File: src/design/kl_pkg.sv
`timescale 1ns / 1ps

package kl_pkg;

  // field widths
  localparam int OFFSET_BITS = 32;
  localparam int LENGTH_BITS = 16;
  localparam int LINE_BITS   = 32;
  localparam int KIND_BITS   = 6;
  localparam int ERR_BITS    = 2;
  localparam int CHAR_BITS   = 8;

  // packed stream widths: offset, length, line, error code, padded to bytes
  localparam int OUT_FIELD_W = OFFSET_BITS + LENGTH_BITS + LINE_BITS + ERR_BITS;
  localparam int OUT_DATA_W  = ((OUT_FIELD_W + 7) / 8) * 8;

  // keyword set
  localparam int NKW        = 15;
  localparam int KW_MAXLEN  = 8;

  // token kinds
  localparam logic [KIND_BITS-1:0] TK_END    = 6'd0;
  localparam logic [KIND_BITS-1:0] TK_ERR    = 6'd1;
  localparam logic [KIND_BITS-1:0] TK_SEMI   = 6'd2;
  localparam logic [KIND_BITS-1:0] TK_COMMA  = 6'd3;
  localparam logic [KIND_BITS-1:0] TK_PLUS   = 6'd4;
  localparam logic [KIND_BITS-1:0] TK_MINUS  = 6'd5;
  localparam logic [KIND_BITS-1:0] TK_STAR   = 6'd6;
  localparam logic [KIND_BITS-1:0] TK_DSLASH = 6'd7;
  localparam logic [KIND_BITS-1:0] TK_LT     = 6'd8;
  localparam logic [KIND_BITS-1:0] TK_LE     = 6'd9;
  localparam logic [KIND_BITS-1:0] TK_GT     = 6'd10;
  localparam logic [KIND_BITS-1:0] TK_GE     = 6'd11;
  localparam logic [KIND_BITS-1:0] TK_ASSIGN = 6'd12;
  localparam logic [KIND_BITS-1:0] TK_EQ     = 6'd13;
  localparam logic [KIND_BITS-1:0] TK_NE     = 6'd14;
  localparam logic [KIND_BITS-1:0] TK_LPAREN = 6'd15;
  localparam logic [KIND_BITS-1:0] TK_RPAREN = 6'd16;
  localparam logic [KIND_BITS-1:0] TK_LBRACE = 6'd17;
  localparam logic [KIND_BITS-1:0] TK_RBRACE = 6'd18;
  localparam logic [KIND_BITS-1:0] TK_INT    = 6'd19;
  localparam logic [KIND_BITS-1:0] TK_IDENT  = 6'd20;
  localparam logic [KIND_BITS-1:0] TK_KW0    = 6'd21;

  // error codes
  localparam logic [ERR_BITS-1:0] ERR_NONE = 2'd0;
  localparam logic [ERR_BITS-1:0] ERR_CHAR = 2'd1;
  localparam logic [ERR_BITS-1:0] ERR_OP   = 2'd2;

  // keyword spellings, right-justified, first character in the highest used byte
  localparam logic [8*KW_MAXLEN-1:0] KW_TEXT [NKW] = '{
    64'("and"), 64'("break"), 64'("continue"), 64'("else"), 64'("false"),
    64'("if"), 64'("loop"), 64'("mut"), 64'("nil"), 64'("not"),
    64'("or"), 64'("true"), 64'("until"), 64'("while"), 64'("with")
  };
  localparam logic [3:0] KW_LEN [NKW] = '{
    4'd3, 4'd5, 4'd8, 4'd4, 4'd5, 4'd2, 4'd4, 4'd3,
    4'd3, 4'd3, 4'd2, 4'd4, 4'd5, 4'd5, 4'd4
  };

  // one result beat
  typedef struct packed {
    logic [KIND_BITS-1:0]   kind;
    logic [OFFSET_BITS-1:0] start;
    logic [LENGTH_BITS-1:0] len;
    logic [LINE_BITS-1:0]   line;
    logic [ERR_BITS-1:0]    err;
    logic                   last;
  } tok_t;

  // keep candidates whose character at position idx equals c
  function automatic logic [NKW-1:0] kw_narrow(input logic [NKW-1:0] cand,
                                               input logic [LENGTH_BITS-1:0] idx,
                                               input logic [CHAR_BITS-1:0] c);
    logic [NKW-1:0] res;
    logic [2:0]     pos;
    res = '0;
    pos = '0;
    for (int k = 0; k < NKW; k++) begin
      if (cand[k] && (idx < LENGTH_BITS'(KW_LEN[k]))) begin
        pos = 3'(KW_LEN[k] - 4'd1 - idx[3:0]);
        if (KW_TEXT[k][{pos, 3'b000} +: 8] == c) res[k] = 1'b1;
      end
    end
    return res;
  endfunction

  // first remaining candidate whose length matches, else identifier
  function automatic logic [KIND_BITS-1:0] kw_kind(input logic [NKW-1:0] cand,
                                                   input logic [LENGTH_BITS-1:0] len);
    logic [KIND_BITS-1:0] kind;
    logic                 hit;
    kind = TK_IDENT;
    hit  = 1'b0;
    for (int k = 0; k < NKW; k++) begin
      if (!hit && cand[k] && (LENGTH_BITS'(KW_LEN[k]) == len)) begin
        kind = TK_KW0 + KIND_BITS'(k);
        hit  = 1'b1;
      end
    end
    return kind;
  endfunction

  function automatic logic is_digit(input logic [CHAR_BITS-1:0] c);
    return (c >= "0") && (c <= "9");
  endfunction

  function automatic logic is_letter(input logic [CHAR_BITS-1:0] c);
    return ((c >= "a") && (c <= "z")) || ((c >= "A") && (c <= "Z"));
  endfunction

endpackage

File: src/design/keyword_lexer_top.sv
`timescale 1ns / 1ps

// channel  role    handshake              payload
// in_      slave   in_tvalid/in_tready    tdata char_code
// out_     master  out_tvalid/out_tready  tuser kind; tdata start/length/line/error; tlast
// cfg_     slave   cfg_valid/cfg_ready    cfg_data start_line
//
// one source byte per cycle while in_tready is high; its zero, one or two tokens are decoded in that cycle
// and written to a four-beat result queue, so a beat is offered the cycle after the byte
// in_tready is low while fewer than two queue slots are free, so with out_tready high
// the rate is one byte per cycle, lower only while every byte yields two tokens
// out_tready low stalls the queue, and the input too once fewer than two queue slots are free
// rst_n is synchronous: scanner idle, position 0, start_line 1, queue empty
module keyword_lexer_top (
  input  logic                         clk,
  input  logic                         rst_n,
  input  logic                         in_tvalid,
  output logic                         in_tready,
  input  logic [7:0]                   in_tdata,   // [7:0] char_code
  output logic                         out_tvalid,
  input  logic                         out_tready,
  output logic [kl_pkg::OUT_DATA_W-1:0] out_tdata, // [31:0] start_offset, [47:32]
                                                   // token_length, [79:48] line_number,
                                                   // [81:80] error_code, rest zero
  output logic [5:0]                   out_tuser,  // [5:0] token_kind
  output logic                         out_tlast,
  input  logic                         cfg_valid,
  output logic                         cfg_ready,
  input  logic [31:0]                  cfg_data    // [31:0] start_line
);
  import kl_pkg::*;

  // scanner modes
  localparam logic [2:0] MD_IDLE  = 3'd0;
  localparam logic [2:0] MD_INT   = 3'd1;
  localparam logic [2:0] MD_IDENT = 3'd2;
  localparam logic [2:0] MD_LT    = 3'd3;
  localparam logic [2:0] MD_GT    = 3'd4;
  localparam logic [2:0] MD_EQ    = 3'd5;
  localparam logic [2:0] MD_BANG  = 3'd6;
  localparam logic [2:0] MD_SLASH = 3'd7;

  localparam int QDEPTH = 4;

  logic [2:0]             mode_r, mode_nxt;
  logic [OFFSET_BITS-1:0] tstart_r, tstart_nxt;
  logic [LENGTH_BITS-1:0] run_len_r, run_len_nxt;
  logic [NKW-1:0]         cand_r, cand_nxt;
  logic [LINE_BITS-1:0]   line_r, line_nxt;
  logic [OFFSET_BITS-1:0] pos_r, pos_nxt;
  logic [LINE_BITS-1:0]   start_line_r;

  tok_t                   q_r [QDEPTH];
  logic [1:0]             wr_ptr_r, rd_ptr_r;
  logic [2:0]             count_r, count_nxt;

  logic                   in_fire, out_fire, cfg_fire;
  logic [7:0]             c;
  logic                   pend_v, cur_v, done;
  tok_t                   pend, cur, beat0, beat1;
  logic [1:0]             push_n;

  assign c         = in_tdata;
  assign in_tready = (count_r <= 3'd2);
  assign in_fire   = in_tvalid && in_tready;
  assign out_tvalid = (count_r != 3'd0);
  assign out_fire  = out_tvalid && out_tready;
  assign cfg_ready = 1'b1;
  assign cfg_fire  = cfg_valid && cfg_ready;

  // token decode for one byte
  always_comb begin
    mode_nxt    = mode_r;
    tstart_nxt  = tstart_r;
    run_len_nxt = run_len_r;
    cand_nxt    = cand_r;
    line_nxt    = line_r;
    pos_nxt     = pos_r + 1'b1;
    pend_v      = 1'b0;
    cur_v       = 1'b0;
    done        = 1'b0;
    pend        = '0;
    cur         = '0;
    pend.line   = line_r;
    pend.start  = tstart_r;
    cur.line    = line_r;
    cur.start   = pos_r;
    cur.len     = LENGTH_BITS'(1);

    // close or extend the pending token
    if (mode_r == MD_INT || mode_r == MD_IDENT) begin
      if ((mode_r == MD_INT) ? is_digit(c) : (is_letter(c) || is_digit(c))) begin
        if (mode_r == MD_IDENT) cand_nxt = kw_narrow(cand_r, run_len_r, c);
        if (run_len_r != '1) run_len_nxt = run_len_r + 1'b1;
        done = 1'b1;
      end else begin
        pend_v    = 1'b1;
        pend.kind = (mode_r == MD_INT) ? TK_INT : kw_kind(cand_r, run_len_r);
        pend.len  = run_len_r;
      end
    end else if (mode_r != MD_IDLE) begin
      pend_v = 1'b1;
      if (c == ((mode_r == MD_SLASH) ? 8'h2f : 8'h3d)) begin
        // two-character operator
        done     = 1'b1;
        mode_nxt = MD_IDLE;
        pend.len = LENGTH_BITS'(2);
        case (mode_r)
          MD_SLASH: pend.kind = TK_DSLASH;
          MD_LT:    pend.kind = TK_LE;
          MD_GT:    pend.kind = TK_GE;
          MD_EQ:    pend.kind = TK_EQ;
          default:  pend.kind = TK_NE;
        endcase
      end else begin
        pend.len = LENGTH_BITS'(1);
        case (mode_r)
          MD_LT:   pend.kind = TK_LT;
          MD_GT:   pend.kind = TK_GT;
          MD_EQ:   pend.kind = TK_ASSIGN;
          default: begin
            // lone slash or lone bang
            pend.kind = TK_ERR;
            pend.err  = ERR_OP;
          end
        endcase
      end
    end

    // scan the byte itself
    if (!done) begin
      mode_nxt    = MD_IDLE;
      run_len_nxt = '0;
      cand_nxt    = '1;
      case (c)
        8'h00: begin
          cur_v    = 1'b1;
          cur.kind = TK_END;
          cur.len  = '0;
          pos_nxt  = '0;
          line_nxt = start_line_r;
        end
        8'h0a:               line_nxt = line_r + 1'b1;
        8'h20, 8'h09, 8'h0d: ;
        8'h3b: begin cur_v = 1'b1; cur.kind = TK_SEMI;   end
        8'h2c: begin cur_v = 1'b1; cur.kind = TK_COMMA;  end
        8'h2b: begin cur_v = 1'b1; cur.kind = TK_PLUS;   end
        8'h2d: begin cur_v = 1'b1; cur.kind = TK_MINUS;  end
        8'h2a: begin cur_v = 1'b1; cur.kind = TK_STAR;   end
        8'h28: begin cur_v = 1'b1; cur.kind = TK_LPAREN; end
        8'h29: begin cur_v = 1'b1; cur.kind = TK_RPAREN; end
        8'h7b: begin cur_v = 1'b1; cur.kind = TK_LBRACE; end
        8'h7d: begin cur_v = 1'b1; cur.kind = TK_RBRACE; end
        8'h3c: mode_nxt = MD_LT;
        8'h3e: mode_nxt = MD_GT;
        8'h3d: mode_nxt = MD_EQ;
        8'h21: mode_nxt = MD_BANG;
        8'h2f: mode_nxt = MD_SLASH;
        default: begin
          if (is_digit(c)) begin
            mode_nxt = MD_INT;
          end else if (is_letter(c)) begin
            mode_nxt = MD_IDENT;
            cand_nxt = kw_narrow('1, '0, c);
          end else begin
            cur_v    = 1'b1;
            cur.kind = TK_ERR;
            cur.err  = ERR_CHAR;
          end
        end
      endcase
      // every multi-byte token opens here
      if (mode_nxt != MD_IDLE) begin
        tstart_nxt  = pos_r;
        run_len_nxt = LENGTH_BITS'(1);
      end
    end
  end

  // order the beats, last flag on the final one
  always_comb begin
    beat0  = pend_v ? pend : cur;
    beat1  = cur;
    push_n = 2'({1'b0, pend_v} + {1'b0, cur_v});
    beat0.last = (push_n == 2'd1);
    beat1.last = 1'b1;
    if (!in_fire) push_n = '0;
  end

  assign count_nxt = count_r + {1'b0, push_n} - {2'b00, out_fire};

  // scanner state and configuration
  always_ff @(posedge clk) begin
    if (!rst_n) begin
      mode_r       <= MD_IDLE;
      tstart_r     <= '0;
      run_len_r    <= '0;
      cand_r       <= '1;
      line_r       <= LINE_BITS'(1);
      pos_r        <= '0;
      start_line_r <= LINE_BITS'(1);
    end else begin
      if (in_fire) begin
        mode_r    <= mode_nxt;
        tstart_r  <= tstart_nxt;
        run_len_r <= run_len_nxt;
        cand_r    <= cand_nxt;
        pos_r     <= pos_nxt;
      end
      // a new start line applies at once only at the start of a source
      if (cfg_fire && mode_r == MD_IDLE && pos_r == '0) begin
        line_r <= cfg_data;
      end else if (in_fire) begin
        line_r <= line_nxt;
      end
      if (cfg_fire) start_line_r <= cfg_data;
    end
  end

  // result queue control
  always_ff @(posedge clk) begin
    if (!rst_n) begin
      wr_ptr_r <= '0;
      rd_ptr_r <= '0;
      count_r  <= '0;
    end else begin
      wr_ptr_r <= wr_ptr_r + push_n;
      rd_ptr_r <= rd_ptr_r + {1'b0, out_fire};
      count_r  <= count_nxt;
    end
  end

  // result queue storage
  always_ff @(posedge clk) begin
    if (push_n != 2'd0) q_r[wr_ptr_r] <= beat0;
    if (push_n == 2'd2) q_r[wr_ptr_r + 2'd1] <= beat1;
  end

  // output beat
  assign out_tuser = q_r[rd_ptr_r].kind;
  assign out_tlast = q_r[rd_ptr_r].last;
  assign out_tdata = OUT_DATA_W'({q_r[rd_ptr_r].err, q_r[rd_ptr_r].line,
                                  q_r[rd_ptr_r].len, q_r[rd_ptr_r].start});

  // queue never overfills
  a_q_bound: assert property (@(posedge clk) disable iff (!rst_n)
    count_r <= 3'(QDEPTH))
    else $error("result queue overflow");

  // end of source always leaves a beat to send
  a_end_beat: assert property (@(posedge clk) disable iff (!rst_n)
    (in_fire && in_tdata == 8'h00) |=> out_tvalid)
    else $error("end token missing");

  // end of source rewinds the position and idles the scanner
  a_end_rewind: assert property (@(posedge clk) disable iff (!rst_n)
    (in_fire && in_tdata == 8'h00) |=> (pos_r == '0 && mode_r == MD_IDLE))
    else $error("source not rewound");

  // an open token always has a nonzero length
  a_run_len: assert property (@(posedge clk) disable iff (!rst_n)
    (mode_r != MD_IDLE) |-> (run_len_r != '0))
    else $error("open token with zero length");

endmodule

File: config.mk
export PLATFORM = sky130hd
export DESIGN_NAME = keyword_lexer_top
export DESIGN_NICKNAME = d
export VERILOG_FILES = /design/src/design/kl_pkg.sv /design/src/design/keyword_lexer_top.sv
export SDC_FILE = /design/constraint.sdc
export NUM_CORES = 1
export LEC_CHECK = 0
export ABC_AREA = 1
export BUFFER_PORTS_ARGS = -buffer_cell sky130_fd_sc_hd__buf_4
export CAP_MARGIN = 25
export CORE_MARGIN = 2
export CORE_UTILIZATION = 50
export CTS_CLUSTER_DIAMETER = 120
export DETAILED_ROUTE_END_ITERATION = 16
export MAX_ROUTING_LAYER = met4
export PLACE_DENSITY = 0.7
export SLEW_MARGIN = 25
export SYNTH_ARGS = -nofsm -noshare
export SYNTH_HDL_FRONTEND = slang
export SYNTH_SLANG_ARGS = --single-unit
File: constraint.sdc
create_clock -name clk -period 4.5 [get_ports clk]
set_input_delay 0.675 -clock clk [delete_from_list [all_inputs] [get_ports clk]]
set_output_delay 0.675 -clock clk [all_outputs]
set_load 0.05 [all_outputs]
# Word-level counts from Yosys, hierarchy flattened
# Memory sizes are Yosys's and may differ from the RTL's. A register that Yosys moved wholly into a read port is not among the register bits.
# Index checks and enable logic that the tools add are counted.
[word_totals]
out_inout_bits = 98
ram_bits = 356
regBits = 169
n_memories = 1
wordCells = 381
[memory_table]
columns = ["memory", "depth", "word_bits", "read_ports", "rd_ports_with_merged_regs", "write_ports", "line", "text"]
rows = [
  ["q_r", 4, 89, 1, 1, 2, "keyword_lexer_top.sv:53", "tok_t q_r [QDEPTH];"],
]
[op_classes]
n_mux = 171
n_lt_le_gt_ge = 12
bitwise = 1
shifts = 15
n_reduce_logical = 88
eq_ne = 69
addsub = 14
[ops]
columns = ["op", "count"]
rows = [
  ["$shiftx 64x7->8 const A", 15],
  ["$mux 32", 5],
  ["$eq 8x8->1", 15],
  ["$mux 6", 19],
  ["$mux 1", 110],
  ["$mux 15", 7],
  ["$eq 7x8->1 const A", 13],
  ["$eq 8x6->1 const B", 13],
  ["$mux 16", 6],
  ["$mux 89", 1],
  ["$add 32x1->32 const B", 2],
  ["$pmux 32 s2", 1],
  ["$logic_and 1x1->1", 51],
  ["$pmux 5 s10", 1],
  ["$eq 2x16->1 const A", 2],
  ["$eq 3x16->1 const A", 2],
  ["$logic_not 32->1", 1],
  ["$lt 16x2->1 const B", 2],
  ["$lt 16x3->1 const B", 2],
  ["$eq 8x4->1 const B", 3],
  ["$mux 2", 10],
  ["$reduce_or 10->1", 2],
  ["$reduce_or 19->1", 1],
  ["$pmux 3 s6", 1],
  ["other kinds (44)", 85],
]

# Depth between registers and ports, before layout
[depth]
word_depth = 93
depth_mapped = 22

# Worst setup path before layout
# No wires, ideal clock.
[synth_timing]
kind = "input port to flip-flop"
start = "input in_tdata[4]"
end = "memory q_r[2][10] in the netlist's numbering (enable)"
arrival_ps = 4432
setup_ps = 425
path_slack_ps = -357
cell_stages = 17
t_required_ps = 4075
path_cell_list = "buf_2 -> nand2_1 -> nor2_1 -> inv_1 -> a21oi_2 -> a21oi_4 -> nor2_4 -> nor2_1 -> buf_2 -> ha_1 -> inv_1 -> nor2_1 -> nor2_1 -> nor2_1 -> nor2_1 -> clkbuf_1 -> inv_1"
[synth_rtl]
columns = ["item", "line", "text"]
rows = [
  ["start: declaration", "keyword_lexer_top.sv:19", "input logic [7:0] in_tdata,"],
  ["end: declaration", "keyword_lexer_top.sv:53", ""],
]

==> summary.md <==
| Metric | Value |
|---|---|
| Vias in the first global route | `about 22,000` |
| Setup bufs post-CTS | `0` |
| Routability congestion estimate | `0.940` |
| WL per Instance | `between 20 and 25 um` |
| Switching power | `just under 7000 uW` |
| Nets | `approximately 3,200` |
| ANT cells | `0` |
| Final setup TNS | `0 ns` |
| Initial antenna violation count | `1` |
| CP max FO | `53` |
| Number of fill cells | `4,566` |
| Initial Util | `50.7%` |
| Mux cell area share after synthesis | `0%` |
| Ys async rst share | `0%` |
| Distinct cells, synth | `65` |
| Mapped Cells | `roughly 3,000` |
| Hold Buf Count CTS | `0` |
| Critical Path RT | `approximately 4.8 ns` |
| Worst slew pin tran | `~1.0 ns` |
| Final setup viols | `0` |
| Max_slew headroom | `31.7%` |
| GRT overflow | `0` |
| Root buffer cell | `clkbuf_16` |
| I/O pin cnt | `143` |
| Num CTS Buffers | `53` |
| Startpoint Class | `primary input` |
| Seq. cell area | `13,400 um2` |
| R2r setup slk | `about 1.1 ns` |
| Clock Power Share | `26.7%` |
| Number of flops mapped to enable cells by yosys | `between 200 and 300` |
| Multi-input logic area | `10,900 um2` |
| Routed WL | `80.1 mm` |
| CP arrival | `roughly 3.9 ns` |
| Layout Cell Area excl Fill | `29,500 um2` |
| Clock tree buffer depth | `3` |
| Yosys reg bits | `525` |
| Post-DP Area | `between 20,000 and 30,000 um2` |
| Most common cell in the netlist | `nor2_1` |
| Fin. Hold Viols | `0` |
| Full die area | `54,000 um2` |
| Max-slew violations | `0` |
| Die width | `232 um` |
| Iteration-0 DRC Markers | `2,412` |
| Fin cells | `3,869` |
| Critical Path, Cell by Cell | `buf_4 -> inv_1 -> nand2_1 -> inv_1 -> o21ai_1 -> nand2_1 -> nor4_1 -> nand2_1 -> nor2_1 -> ha_1 -> inv_1 -> nor2_1 -> nor2_1 -> nor2_1 -> clkinv_1 -> buf_4 -> o22ai_1` |
| Die H | `232 um` |
| Cts repair resizes | `0` |
| Crit Path Class | `in2reg` |
| Post-synthesis compound-gate area fraction | `between 10% and 20%` |
| Gate power share | `39.0%` |
| Num rows | `between 80 and 90` |
| Largest net degree at the start of global routing | `91` |
| CTS H-Tree Depth | `2` |
| Area grow syn2layout | `13.3%` |
| Post-Synthesis Cell Area | `between 20,000 and 30,000 um2` |
| RSZ-0062 raised after global routing | `false` |
| Clk sinks | `about 530` |
| Drt pass-1 iters | `8` |
| Routed Antenna Nets | `0` |
| Final worst path period share | `79.0%` |
| Pwr per Cell Area | `about 560 nW/um2` |
| Via density per instance | `approximately 6` |
| Synth area leaders | `edfxtp_1, dfxtp_1, o21ai_0, nor2_1, o22ai_1` |
| Sw frac | `between 40 and 50%` |
| Main combinational cell family by area after synthesis | `compound AO/OA/AOI/OAI gates` |
| Slowest cell on crit path | `buf_4` |
| CP max stage delay | `~0.6 ns` |
| Register area share after synthesis | `51.2%` |
| Top cells by count, synth | `nor2_1, o21ai_0, nand2_1, edfxtp_1, dfxtp_1` |
| Synth Area in XOR/XNOR | `2.66%` |
| Register share of total power | `34.3%` |
| Outcome | `finished, final reports clean` |
| Clock Latency Late Sink | `between 0.6 and 0.7 ns` |
| Fmax | `0.281 GHz` |
| Hold WC Path Type | `in2reg` |
| Vias | `23,229` |
| Crit end category | `register` |
| Crit path max-delay family | `simple AND/OR/NAND/NOR gates` |
| Clock transition at the registers of the reported paths | `0.06 ns` |
| Synth area leader | `edfxtp_1` |
| Final Util | `57.5%` |
| Layout cells sized above 1 | `11.4%` |
| Max-cap viol count | `0` |
| First-pass GRT wire length | `124 mm` |
| Final Skew | `0.0198 ns` |
| Cells after DPL | `roughly 3,800` |
| Avg Inst Size Synth | `8.44 um2` |
| Int Power | `a little under 10,000 uW` |
| Post-Synth Simple-Gate Area | `between 10% and 20%` |
| Peak VDD IR | `0.342 mV` |
| Leak | `roughly 0.011 uW` |
| Post-synth top flop | `edfxtp_1` |
| Period minus WS final | `3.55 ns` |
| Port bufs | `135` |
| TritonCTS clock tree | `yes` |
| Residual DRC | `0` |
| Critical path's most frequent cell | `nor2_1` |
| Buf+Inv Stages, Crit Path | `6` |
| Total number of yosys warnings | `0` |
| Core area | `51,400 um2` |
| Top-area cell type share of the netlist area | `32.7%` |
| Total track usage | `a little under a third` |
| DP Wirelength | `50.9 mm` |
| Post-synthesis adder-cell area fraction | `under 10%` |
final timing paths:
path / from / end / cells after the start
worst max-delay path: in_tdata[4] / q_r[0][57] / 17
worst min register to register: q_r[1][39] / q_r[1][39] / 2
worst min-delay path: cfg_data[12] / start_line_r[12] / 3
worst max register to register: run_len_r[0] / cand_r[4] / 12
cell usage in the layout (no fill, tap or decap), drive strengths merged, types with 74 or more instances in the layout:
cell type | Yosys | final
clkbuf | 155 | 74
dfxtp | 241 | 241
nand3 | 93 | 93
nor2 | 533 | 533
inv | 227 | 225
a21oi | 136 | 136
buf | 45 | 195
o22ai | 236 | 236
xor2 | 75 | 75
nand2 | 346 | 346
edfxtp | 284 | 284
o21ai | 436 | 436
worst reg2reg max path, stage by stage, from the launching register on:
cell      delay (ns)
dfxtp_1         0.31
inv_1           0.08
ha_1            0.25
inv_1           0.17
ha_1            0.52
inv_1           0.17
nor2_1          0.33
nor2_1          0.08
nor3_1          0.50
o221ai_1        0.26
o41ai_1         0.48
nand3_1         0.12
o211ai_1        0.11
routing by layer:
metal  vias up  share of wire [%]  global-route usage, %
li1      10886                  -                      -
met3       161                8.7                   4.75
met2      1065                 47                   47.4
met4         0                2.9                   10.2
met1     11117                 42                   39.5
met5         -                  0                      -
sequential cells by signal (all words and copies together) (netlist names):
name,flops
q_r,356
count_r,3
start_line_r,32
cand_r,15
wr_ptr_r,2
run_len_r,16
pos_r,32
line_r,32
tstart_r,32
mode_r,3
rd_ptr_r,2
area by class of cell:
cell class	count	share of cell area [%]
sequential	525	45.2
clock inverter	26	0.733
timing repair buffer	195	5.63
inverter	255	3.32
tap	680	2.88
clock buffer	74	5.14
multi-input combinational	2114	37.1
cell families (layout without fill, tap and decap cells):
family | after synthesis | after routing
AND/OR/NAND/NOR | 1097 | 1097
AO/OA/AOI/OAI | 904 | 904
flip-flops | 525 | 525
buffers and inverters | 455 | 550
XOR/XNOR | 79 | 79
adder cells (fa/ha/maj) | 27 | 27
other | 2 | 7
power groups by stage:
| stage | sequential, uW | combinational [uW] | clock (uW) |
|---|---|---|---|
| final | 5700 | 6480 | 4430 |
| after global routing | 5740 | 6890 | 4650 |
| after CTS | 5700 | 6450 | 4460 |
| after detailed placement | 5800 | 6430 | 0 |
| after global placement | 5780 | 6370 | 0 |
| after floorplan | 5750 | 4390 | 0 |
through the flow:
step / hold WS [ns] / power, uW / setup slack (ns)
final: 0.300 / 16600 / 0.947
after global routing: 0.301 / 17300 / 0.608
after CTS: 0.282 / 16600 / 1.00
after detailed placement: 0.439 / 12200 / 0.391
after global placement: 0.434 / 12200 / 0.441
after floorplan: 0.423 / 10100 / 0.00163
(Power assumes the default switching activity.)
